`src/rtl/tss_pkg.sv`:
```
package tss_pkg;

    // Protocol sizes.
    localparam int BLOCK_BYTES      = 512;
    localparam int MAX_PACKET_BYTES = 1024;
    localparam int HDR_BYTES        = 4;
    localparam int WRITE_LEN_MAX    = 1023;

    // Received packet opcodes.
    localparam logic [15:0] OP_RRQ  = 16'd1;
    localparam logic [15:0] OP_WRQ  = 16'd2;
    localparam logic [15:0] OP_DATA = 16'd3;
    localparam logic [15:0] OP_ACK  = 16'd4;

    // Item kinds.
    localparam logic KIND_PACKET = 1'b0;
    localparam logic KIND_TICK   = 1'b1;

    // Packet kinds to send.
    localparam logic [1:0] SK_NONE  = 2'd0;
    localparam logic [1:0] SK_ACK   = 2'd1;
    localparam logic [1:0] SK_DATA  = 2'd2;
    localparam logic [1:0] SK_ERROR = 2'd3;

    // TFTP error codes.
    localparam logic [2:0] ERR_UNDEF     = 3'd0;
    localparam logic [2:0] ERR_NOT_FOUND = 3'd1;
    localparam logic [2:0] ERR_ACCESS    = 3'd2;

    // Configuration register indexes.
    localparam logic CFG_RETRY_LIMIT   = 1'b0;
    localparam logic CFG_TIMEOUT_TICKS = 1'b1;

    // Command classes handed from the front end to the back end.
    localparam logic [2:0] CMD_NONE  = 3'd0;
    localparam logic [2:0] CMD_TICK  = 3'd1;
    localparam logic [2:0] CMD_ERROR = 3'd2;
    localparam logic [2:0] CMD_RRQ   = 3'd3;
    localparam logic [2:0] CMD_WRQ   = 3'd4;
    localparam logic [2:0] CMD_DATA  = 3'd5;
    localparam logic [2:0] CMD_ACK   = 3'd6;

    typedef struct packed {
        logic        kind;
        logic [15:0] opcode;
        logic [15:0] block_number;
        logic [10:0] packet_len;
        logic        mode_ok;
        logic        file_ok;
        logic [9:0]  chunk_len;
    } t_in_item;

    typedef struct packed {
        logic [1:0]  send_kind;
        logic [15:0] send_block;
        logic [9:0]  send_data_len;
        logic [2:0]  error_code;
        logic        write_valid;
        logic [9:0]  write_len;
        logic        close_write;
        logic        close_read;
        logic        transfer_failed;
    } t_out_item;

    // Classified request as it sits in the queue.
    typedef struct packed {
        logic [2:0]  cls;
        logic [15:0] blk;
        logic [9:0]  chunk;
        logic        chunk_short;
        logic [2:0]  err;
        logic [9:0]  wr_len;
        logic        wr_close;
    } t_cmd;

endpackage

```
`src/rtl/tss_front.sv`:
```
module tss_front (
    input  tss_pkg::t_in_item i_item,
    output tss_pkg::t_cmd     o_cmd
);
    import tss_pkg::*;

    logic [10:0] plen_eff;
    logic [10:0] pay;
    logic [9:0]  chunk_clamped;

    // Stateless arithmetic on the packet fields.
    always_comb begin
        plen_eff = (i_item.packet_len > 11'(MAX_PACKET_BYTES)) ?
                   11'(MAX_PACKET_BYTES) : i_item.packet_len;
        pay = plen_eff - 11'(HDR_BYTES);
        chunk_clamped = (i_item.chunk_len > 10'(BLOCK_BYTES)) ?
                        10'(BLOCK_BYTES) : i_item.chunk_len;
    end

    // Classify the request; errors that depend on no state are settled here.
    always_comb begin
        o_cmd             = '0;
        o_cmd.blk         = i_item.block_number;
        o_cmd.chunk       = chunk_clamped;
        o_cmd.chunk_short = (chunk_clamped < 10'(BLOCK_BYTES));
        o_cmd.wr_len      = (pay > 11'(WRITE_LEN_MAX)) ? 10'(WRITE_LEN_MAX) : pay[9:0];
        o_cmd.wr_close    = (pay != 11'(BLOCK_BYTES));
        o_cmd.cls         = CMD_NONE;
        o_cmd.err         = ERR_UNDEF;
        if (i_item.kind == KIND_TICK) begin
            o_cmd.cls = CMD_TICK;
        end else begin
            case (i_item.opcode)
                OP_RRQ: begin
                    if (!i_item.mode_ok) begin
                        o_cmd.cls = CMD_ERROR;
                        o_cmd.err = ERR_UNDEF;
                    end else if (!i_item.file_ok) begin
                        o_cmd.cls = CMD_ERROR;
                        o_cmd.err = ERR_NOT_FOUND;
                    end else begin
                        o_cmd.cls = CMD_RRQ;
                    end
                end
                OP_WRQ: begin
                    if (!i_item.mode_ok) begin
                        o_cmd.cls = CMD_ERROR;
                        o_cmd.err = ERR_NOT_FOUND;
                    end else if (!i_item.file_ok) begin
                        o_cmd.cls = CMD_ERROR;
                        o_cmd.err = ERR_ACCESS;
                    end else begin
                        o_cmd.cls = CMD_WRQ;
                    end
                end
                OP_DATA: begin
                    if (i_item.packet_len < 11'(HDR_BYTES)) begin
                        o_cmd.cls = CMD_ERROR;
                        o_cmd.err = ERR_UNDEF;
                    end else begin
                        o_cmd.cls = CMD_DATA;
                    end
                end
                OP_ACK: begin
                    o_cmd.cls = CMD_ACK;
                end
                default: begin
                    o_cmd.cls = CMD_NONE;
                end
            endcase
        end
    end

endmodule

```
`src/rtl/tss_fifo.sv`:
```
module tss_fifo (
    input  logic          i_clk,
    input  logic          i_rst_n,
    input  logic          i_push,
    input  tss_pkg::t_cmd i_data,
    input  logic          i_pop,
    output tss_pkg::t_cmd o_data,
    output logic          o_full,
    output logic          o_empty
);
    import tss_pkg::*;

    localparam int DEPTH = 2;

    t_cmd       r_mem [DEPTH];
    logic       r_wr_ptr;
    logic       r_rd_ptr;
    logic [1:0] r_count;
    logic       n_wr_ptr;
    logic       n_rd_ptr;
    logic [1:0] n_count;

    assign o_full  = (r_count == 2'(DEPTH));
    assign o_empty = (r_count == 2'd0);
    assign o_data  = r_mem[r_rd_ptr];

    // Pointer and occupancy update.
    always_comb begin
        n_wr_ptr = i_push ? ~r_wr_ptr : r_wr_ptr;
        n_rd_ptr = i_pop ? ~r_rd_ptr : r_rd_ptr;
        n_count  = r_count + 2'(i_push) - 2'(i_pop);
    end

    always_ff @(posedge i_clk) begin
        if (!i_rst_n) begin
            r_wr_ptr <= 1'b0;
            r_rd_ptr <= 1'b0;
            r_count  <= 2'd0;
        end else begin
            r_wr_ptr <= n_wr_ptr;
            r_rd_ptr <= n_rd_ptr;
            r_count  <= n_count;
        end
    end

    // Entry storage.
    always_ff @(posedge i_clk) begin
        if (i_push) begin
            r_mem[r_wr_ptr] <= i_data;
        end
    end

endmodule

```
`src/rtl/tss_back.sv`:
```
module tss_back (
    input  logic               i_clk,
    input  logic               i_rst_n,
    input  logic               i_cfg_we,
    input  logic               i_cfg_idx,
    input  logic [7:0]         i_cfg_data,
    input  tss_pkg::t_cmd      i_cmd,
    input  logic               i_cmd_avail,
    output logic               o_cmd_pop,
    output logic               o_out_valid,
    input  logic               i_out_ready,
    output tss_pkg::t_out_item o_out_item
);
    import tss_pkg::*;

    logic [3:0]  r_retry_limit;
    logic [7:0]  r_timeout_ticks;
    logic [15:0] r_write_block,  n_write_block;
    logic [15:0] r_read_block,   n_read_block;
    logic [9:0]  r_read_chunk,   n_read_chunk;
    logic [3:0]  r_retry_count,  n_retry_count;
    logic        r_file_end,     n_file_end;
    logic [7:0]  r_timer_rem,    n_timer_rem;
    logic        r_timer_armed,  n_timer_armed;
    logic        r_out_valid;
    t_out_item   r_out_item;
    t_out_item   n_res;
    logic [15:0] write_next;
    logic [15:0] read_next;

    // Take the next request whenever the output register is free or drains.
    assign o_cmd_pop   = i_cmd_avail && (!r_out_valid || i_out_ready);
    assign o_out_valid = r_out_valid;
    assign o_out_item  = r_out_item;
    assign write_next  = r_write_block + 16'd1;
    assign read_next   = r_read_block + 16'd1;

    // Transfer sequencing against the current state.
    always_comb begin
        n_write_block = r_write_block;
        n_read_block  = r_read_block;
        n_read_chunk  = r_read_chunk;
        n_retry_count = r_retry_count;
        n_file_end    = r_file_end;
        n_timer_rem   = r_timer_rem;
        n_timer_armed = r_timer_armed;
        n_res         = '0;
        case (i_cmd.cls)
            CMD_TICK: begin
                if (r_timer_armed) begin
                    if (r_timer_rem <= 8'd1) begin
                        if (r_retry_count >= r_retry_limit) begin
                            n_retry_count         = 4'd0;
                            n_timer_armed         = 1'b0;
                            n_timer_rem           = 8'd0;
                            n_res.transfer_failed = 1'b1;
                        end else begin
                            n_retry_count       = r_retry_count + 4'd1;
                            n_res.send_kind     = SK_DATA;
                            n_res.send_block    = r_read_block;
                            n_res.send_data_len = r_read_chunk;
                            n_timer_armed       = 1'b1;
                            n_timer_rem         = r_timeout_ticks;
                        end
                    end else begin
                        n_timer_rem = r_timer_rem - 8'd1;
                    end
                end
            end
            CMD_ERROR: begin
                n_res.send_kind  = SK_ERROR;
                n_res.error_code = i_cmd.err;
            end
            CMD_RRQ: begin
                n_read_block        = 16'd1;
                n_retry_count       = 4'd0;
                n_file_end          = i_cmd.chunk_short;
                n_read_chunk        = i_cmd.chunk;
                n_res.send_kind     = SK_DATA;
                n_res.send_block    = 16'd1;
                n_res.send_data_len = i_cmd.chunk;
                n_res.close_read    = i_cmd.chunk_short;
                n_timer_armed       = 1'b1;
                n_timer_rem         = r_timeout_ticks;
            end
            CMD_WRQ: begin
                n_write_block    = 16'd0;
                n_res.send_kind  = SK_ACK;
                n_res.send_block = 16'd0;
            end
            CMD_DATA: begin
                if (i_cmd.blk == write_next) begin
                    n_write_block     = i_cmd.wr_close ? 16'd0 : i_cmd.blk;
                    n_res.send_kind   = SK_ACK;
                    n_res.send_block  = i_cmd.blk;
                    n_res.write_valid = 1'b1;
                    n_res.write_len   = i_cmd.wr_len;
                    n_res.close_write = i_cmd.wr_close;
                end
            end
            CMD_ACK: begin
                if (r_file_end) begin
                    n_timer_armed    = 1'b0;
                    n_timer_rem      = 8'd0;
                    n_res.send_kind  = SK_ACK;
                    n_res.send_block = read_next;
                end else begin
                    n_retry_count = 4'd0;
                    if (i_cmd.blk == r_read_block) begin
                        n_read_block        = read_next;
                        n_read_chunk        = i_cmd.chunk;
                        n_res.send_kind     = SK_DATA;
                        n_res.send_block    = read_next;
                        n_res.send_data_len = i_cmd.chunk;
                        n_res.close_read    = i_cmd.chunk_short;
                        if (i_cmd.chunk_short) begin
                            n_file_end = 1'b1;
                        end
                        n_timer_armed = 1'b1;
                        n_timer_rem   = r_timeout_ticks;
                    end
                end
            end
            default: begin
                n_res = '0;
            end
        endcase
    end

    // Configuration registers.
    always_ff @(posedge i_clk) begin
        if (!i_rst_n) begin
            r_retry_limit   <= 4'd5;
            r_timeout_ticks <= 8'd2;
        end else if (i_cfg_we) begin
            case (i_cfg_idx)
                CFG_RETRY_LIMIT:   r_retry_limit   <= i_cfg_data[3:0];
                CFG_TIMEOUT_TICKS: r_timeout_ticks <= i_cfg_data;
                default:           r_retry_limit   <= r_retry_limit;
            endcase
        end
    end

    // Transfer state advances only when a request is taken.
    always_ff @(posedge i_clk) begin
        if (!i_rst_n) begin
            r_write_block <= 16'd0;
            r_read_block  <= 16'd0;
            r_read_chunk  <= 10'd0;
            r_retry_count <= 4'd0;
            r_file_end    <= 1'b0;
            r_timer_rem   <= 8'd0;
            r_timer_armed <= 1'b0;
        end else if (o_cmd_pop) begin
            r_write_block <= n_write_block;
            r_read_block  <= n_read_block;
            r_read_chunk  <= n_read_chunk;
            r_retry_count <= n_retry_count;
            r_file_end    <= n_file_end;
            r_timer_rem   <= n_timer_rem;
            r_timer_armed <= n_timer_armed;
        end
    end

    // Output register.
    always_ff @(posedge i_clk) begin
        if (!i_rst_n) begin
            r_out_valid <= 1'b0;
        end else if (o_cmd_pop) begin
            r_out_valid <= 1'b1;
        end else if (i_out_ready) begin
            r_out_valid <= 1'b0;
        end
    end

    always_ff @(posedge i_clk) begin
        if (o_cmd_pop) begin
            r_out_item <= n_res;
        end
    end

    // A stopped timer never keeps a count.
    a_timer_idle_zero: assert property (@(posedge i_clk) disable iff (!i_rst_n)
        !r_timer_armed |-> r_timer_rem == 8'd0)
        else $error("timer count left while stopped");

    // Exhausted retries stop the timer and raise failure.
    a_fail_stops_timer: assert property (@(posedge i_clk) disable iff (!i_rst_n)
        (o_cmd_pop && i_cmd.cls == CMD_TICK && r_timer_armed && r_timer_rem <= 8'd1
         && r_retry_count >= r_retry_limit)
        |=> !r_timer_armed && r_out_item.transfer_failed && r_retry_count == 4'd0)
        else $error("retry exhaustion not handled");

    // An accepted read request starts block one with the timer running.
    a_rrq_starts: assert property (@(posedge i_clk) disable iff (!i_rst_n)
        (o_cmd_pop && i_cmd.cls == CMD_RRQ)
        |=> r_read_block == 16'd1 && r_timer_armed && r_out_item.send_kind == SK_DATA)
        else $error("read request did not start transfer");

    // A new result is never loaded over one that is still held.
    a_no_overwrite: assert property (@(posedge i_clk) disable iff (!i_rst_n)
        (r_out_valid && !i_out_ready) |-> !o_cmd_pop)
        else $error("held result overwritten");

endmodule

```
`src/rtl/tftp_server_block_sequencer_top.sv`:
```
// TFTP server block sequencer.
// Input channel (i_in_valid / o_in_ready / i_in_item) carries one request per
// accepted handshake: a decoded received packet or a single timer tick.
// Output channel (o_out_valid / i_out_ready / o_out_item) returns exactly one
// result per request, in order: the packet to send plus write, close and
// failure strobes.
// The configuration port writes retry_limit (index 0) or timeout_ticks
// (index 1) on any clock with i_cfg_we high; write only while the block is idle.
// A front end classifies each request, a two-entry queue holds it, and a back
// end applies it to the transfer state and loads the output register.
// An accepted request is written into the queue, and the back end takes it from
// there into the output register, which presents the result; one request per
// cycle is sustained while the receiver does not stall, since each request is a
// single compare-and-update of the transfer registers in the back end.
// Reset clears the transfer state, stops the timer, empties the queue and
// restores retry_limit to 5 and timeout_ticks to 2.
// When the receiver stalls, the result holds in the output register, the queue
// absorbs up to two more requests, and then o_in_ready drops until the
// receiver takes the held result.
module tftp_server_block_sequencer_top (
    input  logic               i_clk,
    input  logic               i_rst_n,
    input  logic               i_in_valid,
    output logic               o_in_ready,
    input  tss_pkg::t_in_item  i_in_item,
    output logic               o_out_valid,
    input  logic               i_out_ready,
    output tss_pkg::t_out_item o_out_item,
    input  logic               i_cfg_we,
    input  logic               i_cfg_idx,
    input  logic [7:0]         i_cfg_data
);
    import tss_pkg::*;

    t_cmd front_cmd;
    t_cmd queue_cmd;
    logic queue_full;
    logic queue_empty;
    logic push;
    logic pop;

    // Requests enter whenever the queue has room.
    assign o_in_ready = !queue_full;
    assign push       = i_in_valid && !queue_full;

    tss_front u_front (
        .i_item (i_in_item),
        .o_cmd  (front_cmd)
    );

    tss_fifo u_fifo (
        .i_clk   (i_clk),
        .i_rst_n (i_rst_n),
        .i_push  (push),
        .i_data  (front_cmd),
        .i_pop   (pop),
        .o_data  (queue_cmd),
        .o_full  (queue_full),
        .o_empty (queue_empty)
    );

    tss_back u_back (
        .i_clk       (i_clk),
        .i_rst_n     (i_rst_n),
        .i_cfg_we    (i_cfg_we),
        .i_cfg_idx   (i_cfg_idx),
        .i_cfg_data  (i_cfg_data),
        .i_cmd       (queue_cmd),
        .i_cmd_avail (!queue_empty),
        .o_cmd_pop   (pop),
        .o_out_valid (o_out_valid),
        .i_out_ready (i_out_ready),
        .o_out_item  (o_out_item)
    );

endmodule

```
`config.mk`:
```
export PLATFORM = sky130hd
export DESIGN_NAME = tftp_server_block_sequencer_top
export DESIGN_NICKNAME = d
export VERILOG_FILES = /design/src/rtl/tss_pkg.sv /design/src/rtl/tss_front.sv /design/src/rtl/tss_fifo.sv /design/src/rtl/tss_back.sv /design/src/rtl/tftp_server_block_sequencer_top.sv
export SDC_FILE = /design/constraint.sdc
export NUM_CORES = 1
export LEC_CHECK = 0
export ABC_CLOCK_PERIOD_IN_PS = 3300
export BUFFER_PORTS_ARGS = -buffer_cell sky130_fd_sc_hd__buf_4
export CORE_MARGIN = 2
export CORE_UTILIZATION = 42
export DETAILED_ROUTE_END_ITERATION = 8
export GPL_TIMING_DRIVEN = 0
export REMOVE_ABC_BUFFERS = 1
export SLEW_MARGIN = 5
export SYNTH_ARGS = -nofsm -noshare
export SYNTH_HDL_FRONTEND = slang
export SYNTH_HIERARCHICAL = 1
export SYNTH_SLANG_ARGS = --single-unit
```
`constraint.sdc`:
```
create_clock -name i_clk -period 3.3 [get_ports i_clk]
set_clock_uncertainty 0.15 [all_clocks]
set_input_delay 0.165 -clock i_clk [delete_from_list [all_inputs] [get_ports i_clk]]
set_output_delay 0.165 -clock i_clk [all_outputs]
set_load 0.005 [all_outputs]
```
# ---- Word level (Yosys, flattened, before mapping)
# Memories as Yosys holds them, arrays and structs flattened. A register that Yosys moved wholly into a read port is not among the register bits.
# Cells that the tools add are included.
dict set report word_totals {
  ff_bits 118
  ram_bits 88
  in_bits 70
  output_inout_bits 47
  elab_cells 148
  memories 1
}
dict set report op_classes {
  addsub 7
  order_cmp 7
  n_eq_ne 20
  mux 67
  bitwise_logic 3
  reduce_logical 21
}
# memory depth width read_ports rd_ports_with_merged_regs wr line_no
set mem_list {}
lappend mem_list {u_fifo.r_mem 2 44 1 1 1 tss_fifo.sv:15} ;# t_cmd r_mem [DEPTH];
# operator n
set ops {}
lappend ops {{$mux 28} 4}
lappend ops {{$mux 16} 4}
lappend ops {{$pmux 16 s2} 2}
lappend ops {{$pmux 16 s4} 1}
lappend ops {{$mux 10} 5}
lappend ops {{$mux 8} 5}
lappend ops {{$add 16x1->16 const B} 2}
lappend ops {{$eq 16x16->1} 2}
lappend ops {{$eq 16x2->1 const B} 2}
lappend ops {{$pmux 10 s3} 1}
lappend ops {{$mux 3} 8}
lappend ops {{$pmux 8 s3} 1}
lappend ops {{$pmux 10 s2} 1}
lappend ops {{$mux 1} 19}
lappend ops {{$mux 18} 1}
lappend ops {{$mux 17} 1}
lappend ops {{$eq 16x1->1 const B} 1}
lappend ops {{$eq 16x3->1 const B} 1}
lappend ops {{$mux 4} 4}
lappend ops {{$mux 12} 1}
lappend ops {{$pmux 2 s6} 1}
lappend ops {{$pmux 3 s4} 1}
lappend ops {{$pmux 4 s3} 1}
lappend ops {{$gt 11x10->1 const B} 1}
lappend ops {{other kinds (35)} 55}

# ---- Longest topological paths before layout
# Gate-level depths: netlist of run 1.
dict set report depth {
  depth_word 5
  mapped_depth 13
}

# ---- Hierarchy
# Netlist of run 1, hierarchy kept.
# mod instances cells_per_inst area_per_inst_um2
set modules_own_cells {}
lappend modules_own_cells {tss_back 1 678 6069.6}
lappend modules_own_cells {tss_fifo 1 158 3604.7}
lappend modules_own_cells {tss_front 1 108 686.9}
lappend modules_own_cells {tftp_server_block_sequencer_top 1 3 13.8}

# ---- Least setup slack after synthesis of run 1
# Ideal clock, no wire load.
dict set report synth_path {
  path_type {flip-flop to flip-flop}
  startpoint {reg u_fifo.r_count[1]}
  endpoint {mem u_fifo/r_mem[0][0] (netlist name), enable pin}
  setup_ps 452
  arrival_ps 2679
  required_time_ps 2698
  setup_slack_ps 20
  path_stages_with_launch 4
  path_buffers 0
  period_less_slack_ps 3280
  cell_sequence {dfxtp_1 > nor2b_1 > nor2b_1 > nor2b_1}
}
dict set report synth_via {
  elab_chain_cells 5
}
# item line_no
set synth_rtl {}
lappend synth_rtl {{start, declared} tss_fifo.sv:18} ;# logic [1:0] r_count;
lappend synth_rtl {{start signal, assigned} tss_fifo.sv:42} ;# r_count <= n_count;
lappend synth_rtl {{$eq 2x2->1} tss_fifo.sv:23} ;# assign o_full = (r_count == 2'(DEPTH));
lappend synth_rtl {{net queue_full} tftp_server_block_sequencer_top.sv:37} ;# logic queue_full;
lappend synth_rtl {{$logic_not 1->1} tftp_server_block_sequencer_top.sv:44} ;# assign push = i_in_valid && !queue_full;
lappend synth_rtl {{$logic_and 1x1->1} tftp_server_block_sequencer_top.sv:44}
lappend synth_rtl {{net push} tftp_server_block_sequencer_top.sv:39} ;# logic push;
lappend synth_rtl {{$mux 1} tss_fifo.sv:48} ;# if (i_push) begin
lappend synth_rtl {{$mux 1 (not written as such)} tss_fifo.sv:49} ;# r_mem[r_wr_ptr] <= i_data;
lappend synth_rtl {{end, declared} tss_fifo.sv:15}
# The timed path passes the listed nets, and every way through them passes these cells.

==> impl_metrics.ini, run 1 <==
[yosys]
ys_ff_latch = 207
async_flop_share_pct = 0
synth_area_per_cell_um2 = 11.0
synth_flop_cell = edfxtp_1
synthesis.instances = 947
yosys_warnings = 6
synth_edf_count = 133
ys_types = 79
netlist_area_um2 = 10400
yosysSeqAreaShare_pct = 52.8

[cts]
numCtsBuffers = 24
clockBufferDepth = 3
cts_sinks = 207
clk_latency_ns = 0.54
cts_tree = yes
cts-root-buf = clkbuf_16
cts.clk_slew.worst_paths_ns = 0.06
h-tree-depth = 1

[route]
viasPerCell = 5.35
first_iter_violations = 658
wl_per_cell_um = 17.1
firstDrtPassIters = 5
drc = 0
totalWireLength_um = 24900
ant_nets = 0
vias = 7769

[grt]
grt.total_usage_pct = 19.0
gr-usage-met1_pct = 25.6
grt-ovfl-total = 0
grt_pass1_wl_um = 39500
antenna_found_initial = 0
grt-busiest-layer = met2
grt_pass1_vias = 7437
grt_max_degree = 41
grt_util_met3_pct = 2.85
gr-usage-met2_pct = 32.1

[job]
max_cap_violations = 0

[power_and_ir_drop]
cellLeakagePower_nw = 4.85
vdd_drop_max_mv = 0.431
power_mw = 8.69
power.density_nw_per_um2 = 664

[place]
dpl-instance-area_um2 = 11400
io_buffers = 116
gp_congestion = 0.824
place_hpwl_um = 16400

[cells_and_area]
finish.instance_area_um2 = 13100
syn2layout_area_growth_pct = 26.3
layout-drive-gt1-share_pct = 22.5
final_core_util_pct = 53.9
fin_nets = 1193
fillers = 2099
multiInputGateArea_um2 = 4430
antennaDiodeCount = 0
regArea_um2 = 5480

[worst_setup_path]
reg2reg_to = u_back/o_out_item[38]
cp_common_cell = a21oi_1
required_ns = 3.55
cp_max_fo = 11
critPathSlowestCell = o41a_1
max_stage_delay_ns = 0.69
crit_chain = buf_8, mux2_4, xnor2_1, nand4_1, o41a_1, nor2_2, a21oi_1, a21oi_1, a21o_1
path_buf_inv = 1
worst_setup_path_start_kind = register
reg2regPathDepth = 9
critPathCaptureType = register
crit_type = reg2reg
crit_family = compound AO/OA/AOI/OAI gates
reg2reg_slack_ns = 0.13
arrival_ns = 3.42

[timing]
period_needed_ns = 3.17
worstMarginPinSlew_ns = 1.27
hold-worst-slack_ns = 0.0147
fin_tns_setup_ns = 0
setup_violations = 0
relSlewSlack_pct = 14.7
finalCritPeriodShare_pct = 96.1
fmax_mhz = 315
finalMaxSlewViolations = 0
finalHoldViolCount = 0

[worst_hold_path]
worstHoldStart = i_in_valid
min_to = u_fifo/r_wr_ptr
hold_depth = 4
min_path_type = in2reg

[floorplanning]
dieHeight_um = 161
die_width_um = 161
core_area_um2 = 24300
initial_core_util_pct = 42.7
rows = 57
die_area_um2 = 26000
ios = 117

[status]
status = completed
## per-layer routing
layer / vias up / wire length, um
met4: 0 / 453
met5: - / 0
li1: 3764 / -
met2: 204 / 11800
met3: 30 / 1280
met1: 3771 / 11300
## logic make-up (layout without fill, tap and decap cells)
| group | after synthesis | in the layout | synth area share [%] |
|---|---|---|---|
| flops | 207 | 207 | 52.8 |
| fa+ha+maj | 13 | 13 | 1.57 |
| xor+xnor | 42 | 42 | 3.68 |
| simple gates | 331 | 332 | 16.3 |
| buf+inv | 97 | 277 | 5.16 |
| mux | 63 | 63 | 8.08 |
| other cells | 1 | 1 | 0.0361 |
| compound gates | 193 | 193 | 12.4 |
## sequential cells by signal, summed over array words and instances, names as in the netlist, 8 cells and up, named ones only
signal                  flops
u_fifo/r_mem               88
u_back/r_write_block       16
u_back/r_timer_rem          8
u_back/r_read_chunk        10
u_back/o_out_item          45
u_back/r_timeout_ticks      8
u_back/r_read_block        16
## how the worst max path moves through the flow
stage	endpoint	depth (start not counted)
after floorplan	u_back/r_write_block[0]	8
after global placement	u_back/r_write_block[15]	8
after detailed placement	u_back/r_write_block[15]	9
after CTS	u_back/r_read_block[4]	9
after global routing	u_back/r_write_block[0]	11
final	u_back/o_out_item[38]	9
## area by class of cell
type,instances,share of cell area [%]
clock buffers,37,5.19
well taps,324,3.09
repair buffers,210,14.4
multi-input cells,644,33.8
clock inverters,7,1.03
flip-flops and latches,207,41.8
inverters,23,0.669
## placed cells by master (no fill, tap or decap), types with 6 or more instances in the layout
| cell | count |
|---|---|
| nand2b_1 | 8 |
| a21oi_1 | 68 |
| mux2_2 | 6 |
| nor4_1 | 7 |
| xor2_1 | 11 |
| ha_1 | 13 |
| mux2i_1 | 17 |
| edfxtp_1 | 133 |
| xnor2_1 | 30 |
| nor2b_1 | 20 |
| a31o_2 | 7 |
| and2_1 | 20 |
| a22o_1 | 10 |
| nand3_1 | 25 |
| and3_1 | 13 |
| a21o_1 | 11 |
| clkbuf_16 | 24 |
| dlygate4sd3_1 | 67 |
| nor2_1 | 43 |
| o211ai_1 | 6 |
| mux2_4 | 40 |
| o22ai_1 | 6 |
| buf_4 | 129 |
| nand4_1 | 13 |
| o21a_1 | 6 |
| dfxtp_1 | 73 |
| o21ai_0 | 30 |
| nand2_1 | 113 |
| inv_1 | 21 |
| clkbuf_1 | 10 |
| nor3_1 | 27 |
## worst register-to-register path, delay by kind of cell, from the launching register on
kind | cells | cell delay [ns]
DFF | 1 | 0.38
and+or+nand+nor | 2 | 0.66
muxes | 1 | 0.38
AOI/OAI and AO/OA | 4 | 1.12
buffers and inverters | 1 | 0.20
xor gates and xnor gates | 1 | 0.18
## where the power goes
group          total [mW]  switching, mW  internal [mW]
clock                2.72           1.06           1.66
sequential           3.47          0.184           3.29
combinational        2.50           1.34           1.16
total                8.69           2.58           6.11
## cell usage after synthesis (all sizes together) (3+ instances only)
library cell / number / share of area, %
a211oi: 3 / 0.27
nor4: 9 / 0.69
xnor2: 30 / 2.5
nor2b: 21 / 1.3
nand3b: 5 / 0.36
buf: 29 / 2.7
nand4b: 3 / 0.25
a21oi: 70 / 3.4
ha: 13 / 1.6
a22o: 10 / 0.84
o21ai: 30 / 1.4
a31o: 7 / 0.59
or3: 5 / 0.35
xor2: 11 / 0.93
or4: 5 / 0.40
a21o: 11 / 0.80
nor3: 29 / 1.4
a22oi: 5 / 0.36
o2111ai: 3 / 0.25
inv: 21 / 0.76
and4: 3 / 0.25
clkbuf: 45 / 1.6
o211ai: 6 / 0.43
and2: 22 / 1.3
nor3b: 3 / 0.22
a221o: 5 / 0.48
mux2: 46 / 6.4
dfxtp: 74 / 14
nand4: 14 / 0.90
edfxtp: 133 / 38
nor2: 44 / 1.6
nand2: 113 / 4.1
nand2b: 8 / 0.48
o21a: 6 / 0.43
a31oi: 5 / 0.30
nand3: 26 / 1.3
or2: 3 / 0.18
mux2i: 17 / 1.6
and3: 13 / 0.78
o22ai: 7 / 0.42
## timing repair
action                     CTS  global route
hold endpoints to repair   111             0
hold buffers                67             0
gates cloned                 0             1
pin swaps                    1             3
setup endpoints to repair   91            59
resized for setup            4             4
setup buffers                7            11
## through the flow
stage,setup WS [ns],instances
final,0.130,1452
after global routing,-0.00252,1452
after CTS,0.00428,1440
after detailed placement,-1.33,1322
after global placement,-3.78,1313
after floorplan,-1.80,873
Note: power is estimated with default switching activity, not from simulation.
==> run 2, diff against run 1 <==
- SETUP_SLACK_MARGIN: not set -> 0.2
==> run 2 against run 1 <==
Net effect: global-route usage grew 0.14 points; routed wire length grew 1.8%; hold slack lost 0.0016 ns; power grew 1.3%; non-clock buffer count grew 8; sequential cell count is the same; first-iteration DRC count shrank 13%; cell count grew 0.62%; critical path type unchanged; largest cell class unchanged.
==> impl_metrics.ini, run 2 (synthesized netlist as in run 1, its figures left out) <==
[power_and_ir_drop]
cellLeakagePower_nw = 4.93
power_mw = 8.80
power.density_nw_per_um2 = 665
vdd_drop_max_mv = 0.431

[cts]
clk_latency_ns = 0.54
numCtsBuffers = 24
h-tree-depth = 1
clockBufferDepth = 3
cts_sinks = 207
cts-root-buf = clkbuf_16
cts_tree = yes
cts.clk_slew.worst_paths_ns = 0.06

[floorplanning]
die_area_um2 = 26000
rows = 57
ios = 117
initial_core_util_pct = 42.7
core_area_um2 = 24300
dieHeight_um = 161
die_width_um = 161

[grt]
grt_pass1_wl_um = 39800
antenna_found_initial = 0
grt_pass1_vias = 7444
grt.total_usage_pct = 19.1
grt-ovfl-total = 0
grt_max_degree = 41

[route]
firstDrtPassIters = 6
totalWireLength_um = 25300
ant_nets = 0
first_iter_violations = 573
vias = 7811
wl_per_cell_um = 17.3
drc = 0
viasPerCell = 5.35

[cells_and_area]
largest_reg_flops = 88
fin_nets = 1202
layout_common_cells = 136 x buf_4, 133 x edfxtp_1, 111 x nand2_1, 73 x dfxtp_1, 68 x a21oi_1
syn2layout_area_growth_pct = 27.7
multiInputGateArea_um2 = 4490
fillers = 2079
final_common_cell = buf_4
layout-drive-gt1-share_pct = 23.8
antennaDiodeCount = 0
regMostFlops = u_fifo/r_mem
regArea_um2 = 5480

[worst_setup_path]
crit_chain = buf_12, mux2_4, or2_0, o211a_1, or3_1, a2111oi_4, buf_6, and2_4, buf_12, mux2i_1
cp_max_fo = 10
cp_common_cell = buf_12
max_stage_delay_ns = 0.42
worst_setup_path_start_kind = register
crit_type = reg2reg
critPathCaptureType = register
arrival_ns = 3.36
required_ns = 3.60
critPathSlowestCell = dfxtp_4

[timing]
fmax_mhz = 326
fin_tns_setup_ns = 0
setup_slack_ns = 0.235
finalMaxSlewViolations = 0
relSlewSlack_pct = 15.0
period_needed_ns = 3.06
finalCritPeriodShare_pct = 92.9
setup_violations = 0
finalHoldViolCount = 0
worstMarginPinSlew_ns = 1.27
hold-worst-slack_ns = 0.0131
rsz0062_at_grt = yes

[job]
max_cap_violations = 0

[worst_hold_path]
min_path_type = in2reg

[place]
dpl_worst_slack_ns = -1.33
io_buffers = 116
gp_congestion = 0.824
place_hpwl_um = 16400

[status]
status = completed
[run 2: layout make-up]
cell class                      count  share of cell area [%]
Clock inverter                      7                    1.02
Timing Repair Buffer              218                    14.9
Tap cell                          324                    3.06
Inverter                           23                   0.661
Multi-Input combinational cell    645                    33.9
Sequential cell                   207                    41.4
Clock buffer                       37                    5.13
[run 2: path summary, 6_finish.rpt]
check,startpoint,endpoint,slack (ns),cells after the start
max reg2reg,register,u_back/r_write_block[6],0.24,10
min,i_in_valid,u_fifo/r_wr_ptr,0.01,4
min reg2reg,u_back/r_read_chunk[0],u_back/r_read_chunk[0],0.31,2
max,register,u_back/r_write_block[6],0.24,10
[run 2: metal layers]
layer  up-vias  part of all wire [%]  global-route usage, %
li1       3789                     -                      -
met1      3789                    46                   25.8
met2       205                    48                   32.6
met3        28                   4.9                   2.85
met4         0                   1.7                   4.71
met5         -                     0                      0
[run 2: critical path, delay by kind of cell (launching register included)]
family,cells,cell delay (ns)
AO/OA/AOI/OAI,2,0.56
flip-flops,1,0.42
AND/OR/NAND/NOR,3,0.82
multiplexers,2,0.54
buffers and inverters,3,0.48
[run 2: repair_timing]
action,CTS,global route
hold buffers,67,0
resized for setup,9,12
gates cloned,1,2
endpoints found under the setup margin,95,64
buffers inserted,11,14
pin swaps,3,2
endpoints found under the hold margin,111,0
[run 2: stage by stage]
step	utilization (%)	area, um^2	cells
3_3_place_gp	46.1	11200	1313
6_report	54.5	13200	1461
5_1_grt	54.5	13200	1461
2_1_floorplan	-	9930	873
3_5_place_dp	46.8	11400	1322
4_1_cts	53.7	13100	1445
[run 2: power by group]
group / internal (mW) / leakage, nW / total [mW] / switching (mW)
combinational: 1.23 / 2.67 / 2.60 / 1.37
sequential: 3.29 / 1.86 / 3.48 / 0.190
clock: 1.66 / 0.395 / 2.73 / 1.07
total: 6.18 / 4.93 / 8.80 / 2.63
==> run 3, diff against run 2 <==
- CTS_BUF_LIST: not set -> sky130_fd_sc_hd__clkbuf_4 sky130_fd_sc_hd__clkbuf_8
- SLEW_MARGIN: 5 -> 20
==> run 3 against run 2 <==
Net effect: power decreased by 0.63%; first-iteration DRC count increased by 3.3%; count of clock-buffer cells in the layout increased by 19; sequential share of layout area decreased by 1.2 points; non-clock buffer count increased by 22; hold slack improved by 0.041 ns; combinational power increased by 6%; clock power decreased by 8.1%; worst setup slack got worse by 0.13 ns; via count increased by 2.4%; highest routed layer unchanged.
==> impl_metrics.ini, run 3 (synthesized netlist as in run 1, its figures left out) <==
[grt]
grt.total_usage_pct = 18.9
grt_pass1_wl_um = 39400
grt_pass1_vias = 7563
antenna_found_initial = 0
grt-ovfl-total = 0
grt_max_degree = 45

[route]
drc = 0
totalWireLength_um = 26200
viasPerCell = 5.31
vias = 7998
firstDrtPassIters = 5
ant_nets = 0
first_iter_violations = 592
wl_per_cell_um = 17.4

[cts]
cts_tree = yes
cts_sinks = 207
h-tree-depth = 2
clockBufferDepth = 3
numCtsBuffers = 37
cts-root-buf = clkbuf_8
cts.clk_slew.worst_paths_ns = 0.07
clk_latency_ns = 0.52

[status]
status = completed

[floorplanning]
die_width_um = 161
ios = 117
die_area_um2 = 26000
dieHeight_um = 161
initial_core_util_pct = 42.7
core_area_um2 = 24300
rows = 57

[power_and_ir_drop]
power.density_nw_per_um2 = 641
cellLeakagePower_nw = 5.14
power_mw = 8.75
vdd_drop_max_mv = 0.398

[timing]
worstMarginPinSlew_ns = 0.825
setup_violations = 0
fmax_mhz = 313
finalMaxSlewViolations = 0
relSlewSlack_pct = 45.0
period_needed_ns = 3.20
rsz0062_at_grt = yes
setup_slack_ns = 0.103
hold-worst-slack_ns = 0.0545
finalHoldViolCount = 0
finalCritPeriodShare_pct = 96.9

[job]
max_cap_violations = 0

[place]
gp_congestion = 0.824
place_hpwl_um = 16300
dpl_worst_slack_ns = -1.11
io_buffers = 116

[worst_setup_path]
required_ns = 3.53
arrival_ns = 3.43
critPathCaptureType = register
worst_setup_path_start_kind = register
cp_max_fo = 7
crit_type = reg2reg

[cells_and_area]
largest_reg_flops = 88
layout_common_cells = 148 x buf_4, 133 x edfxtp_1, 110 x nand2_1, 73 x dfxtp_1, 67 x dlygate4sd3_1
fin_nets = 1238
final_common_cell = buf_4
layout-drive-gt1-share_pct = 30.6
syn2layout_area_growth_pct = 31.6
final_core_util_pct = 56.1
antennaDiodeCount = 0
regMostFlops = u_fifo/r_mem

[worst_hold_path]
min_path_type = in2reg
run 3: per-layer routing:
metal | track usage (%) | share of wire (%) | vias to the layer above
li1 | - | - | 3881
met1 | 25.0 | 45 | 3855
met2 | 31.8 | 48 | 230
met3 | 3.83 | 5.4 | 32
met4 | 5.40 | 1.5 | 0
met5 | 0 | 0 | -
run 3: metrics by stage:
step	std cells	instance area, um^2	TNS [ns]
after floorplan	873	9930	-99.66
after global placement	1313	11200	-337.07
after detailed placement	1323	11400	-44.98
after CTS	1467	13000	0
after global routing	1507	13700	0
final	1507	13700	0
run 3: worst paths after layout:
path                          startpoint                endpoint  slack, ns  cells after the start
setup reg to reg                register   u_back/o_out_item[36]       0.10                     11
setup / recovery                register   u_back/o_out_item[36]       0.10                     11
hold / removal             i_in_item[45]     u_fifo/r_mem[0][43]       0.05                      4
hold reg to reg   u_back/r_read_chunk[1]  u_back/r_read_chunk[1]       0.30                      2
run 3: power by group:
group          internal, mW  total (mW)  leakage (nW)  switching (mW)
Clock                  1.47        2.51         0.408            1.04
Sequential             3.29        3.49          1.86           0.199
Combinational          1.33        2.75          2.87            1.42
run 3: critical path, cell delays in order (launching register included):
cell	delay (ns)
dfxtp_4	0.43
buf_6	0.14
clkbuf_16	0.15
mux2_4	0.34
xnor2_1	0.18
nand4_1	0.21
buf_4	0.21
o41a_4	0.58
nor2_4	0.29
a21oi_2	0.10
a21oi_2	0.12
a21o_1	0.14
run 3: cell type report:
| cell class | instances | area, um^2 |
|---|---|---|
| Fill cell | 2042 | 10700 |
| Sequential cell | 207 | 5480 |
| Multi-Input combinational cell | 646 | 4710 |
| Timing Repair Buffer | 240 | 2190 |
| Clock buffer | 56 | 677 |
| Tap cell | 324 | 405 |
| Clock inverter | 11 | 104 |
| Inverter | 23 | 88.8 |
run 3: what timing repair did:
| item | 4_1_cts | 5_1_grt |
|---|---|---|
| endpoints found under the setup margin | 92 | 84 |
| gates resized for setup | 10 | 70 |
| pin swaps | 3 | 33 |
| setup buffers | 10 | 34 |
| hold buffers | 67 | 0 |
| endpoints found under the hold margin | 111 | 0 |
| cloned | 0 | 6 |
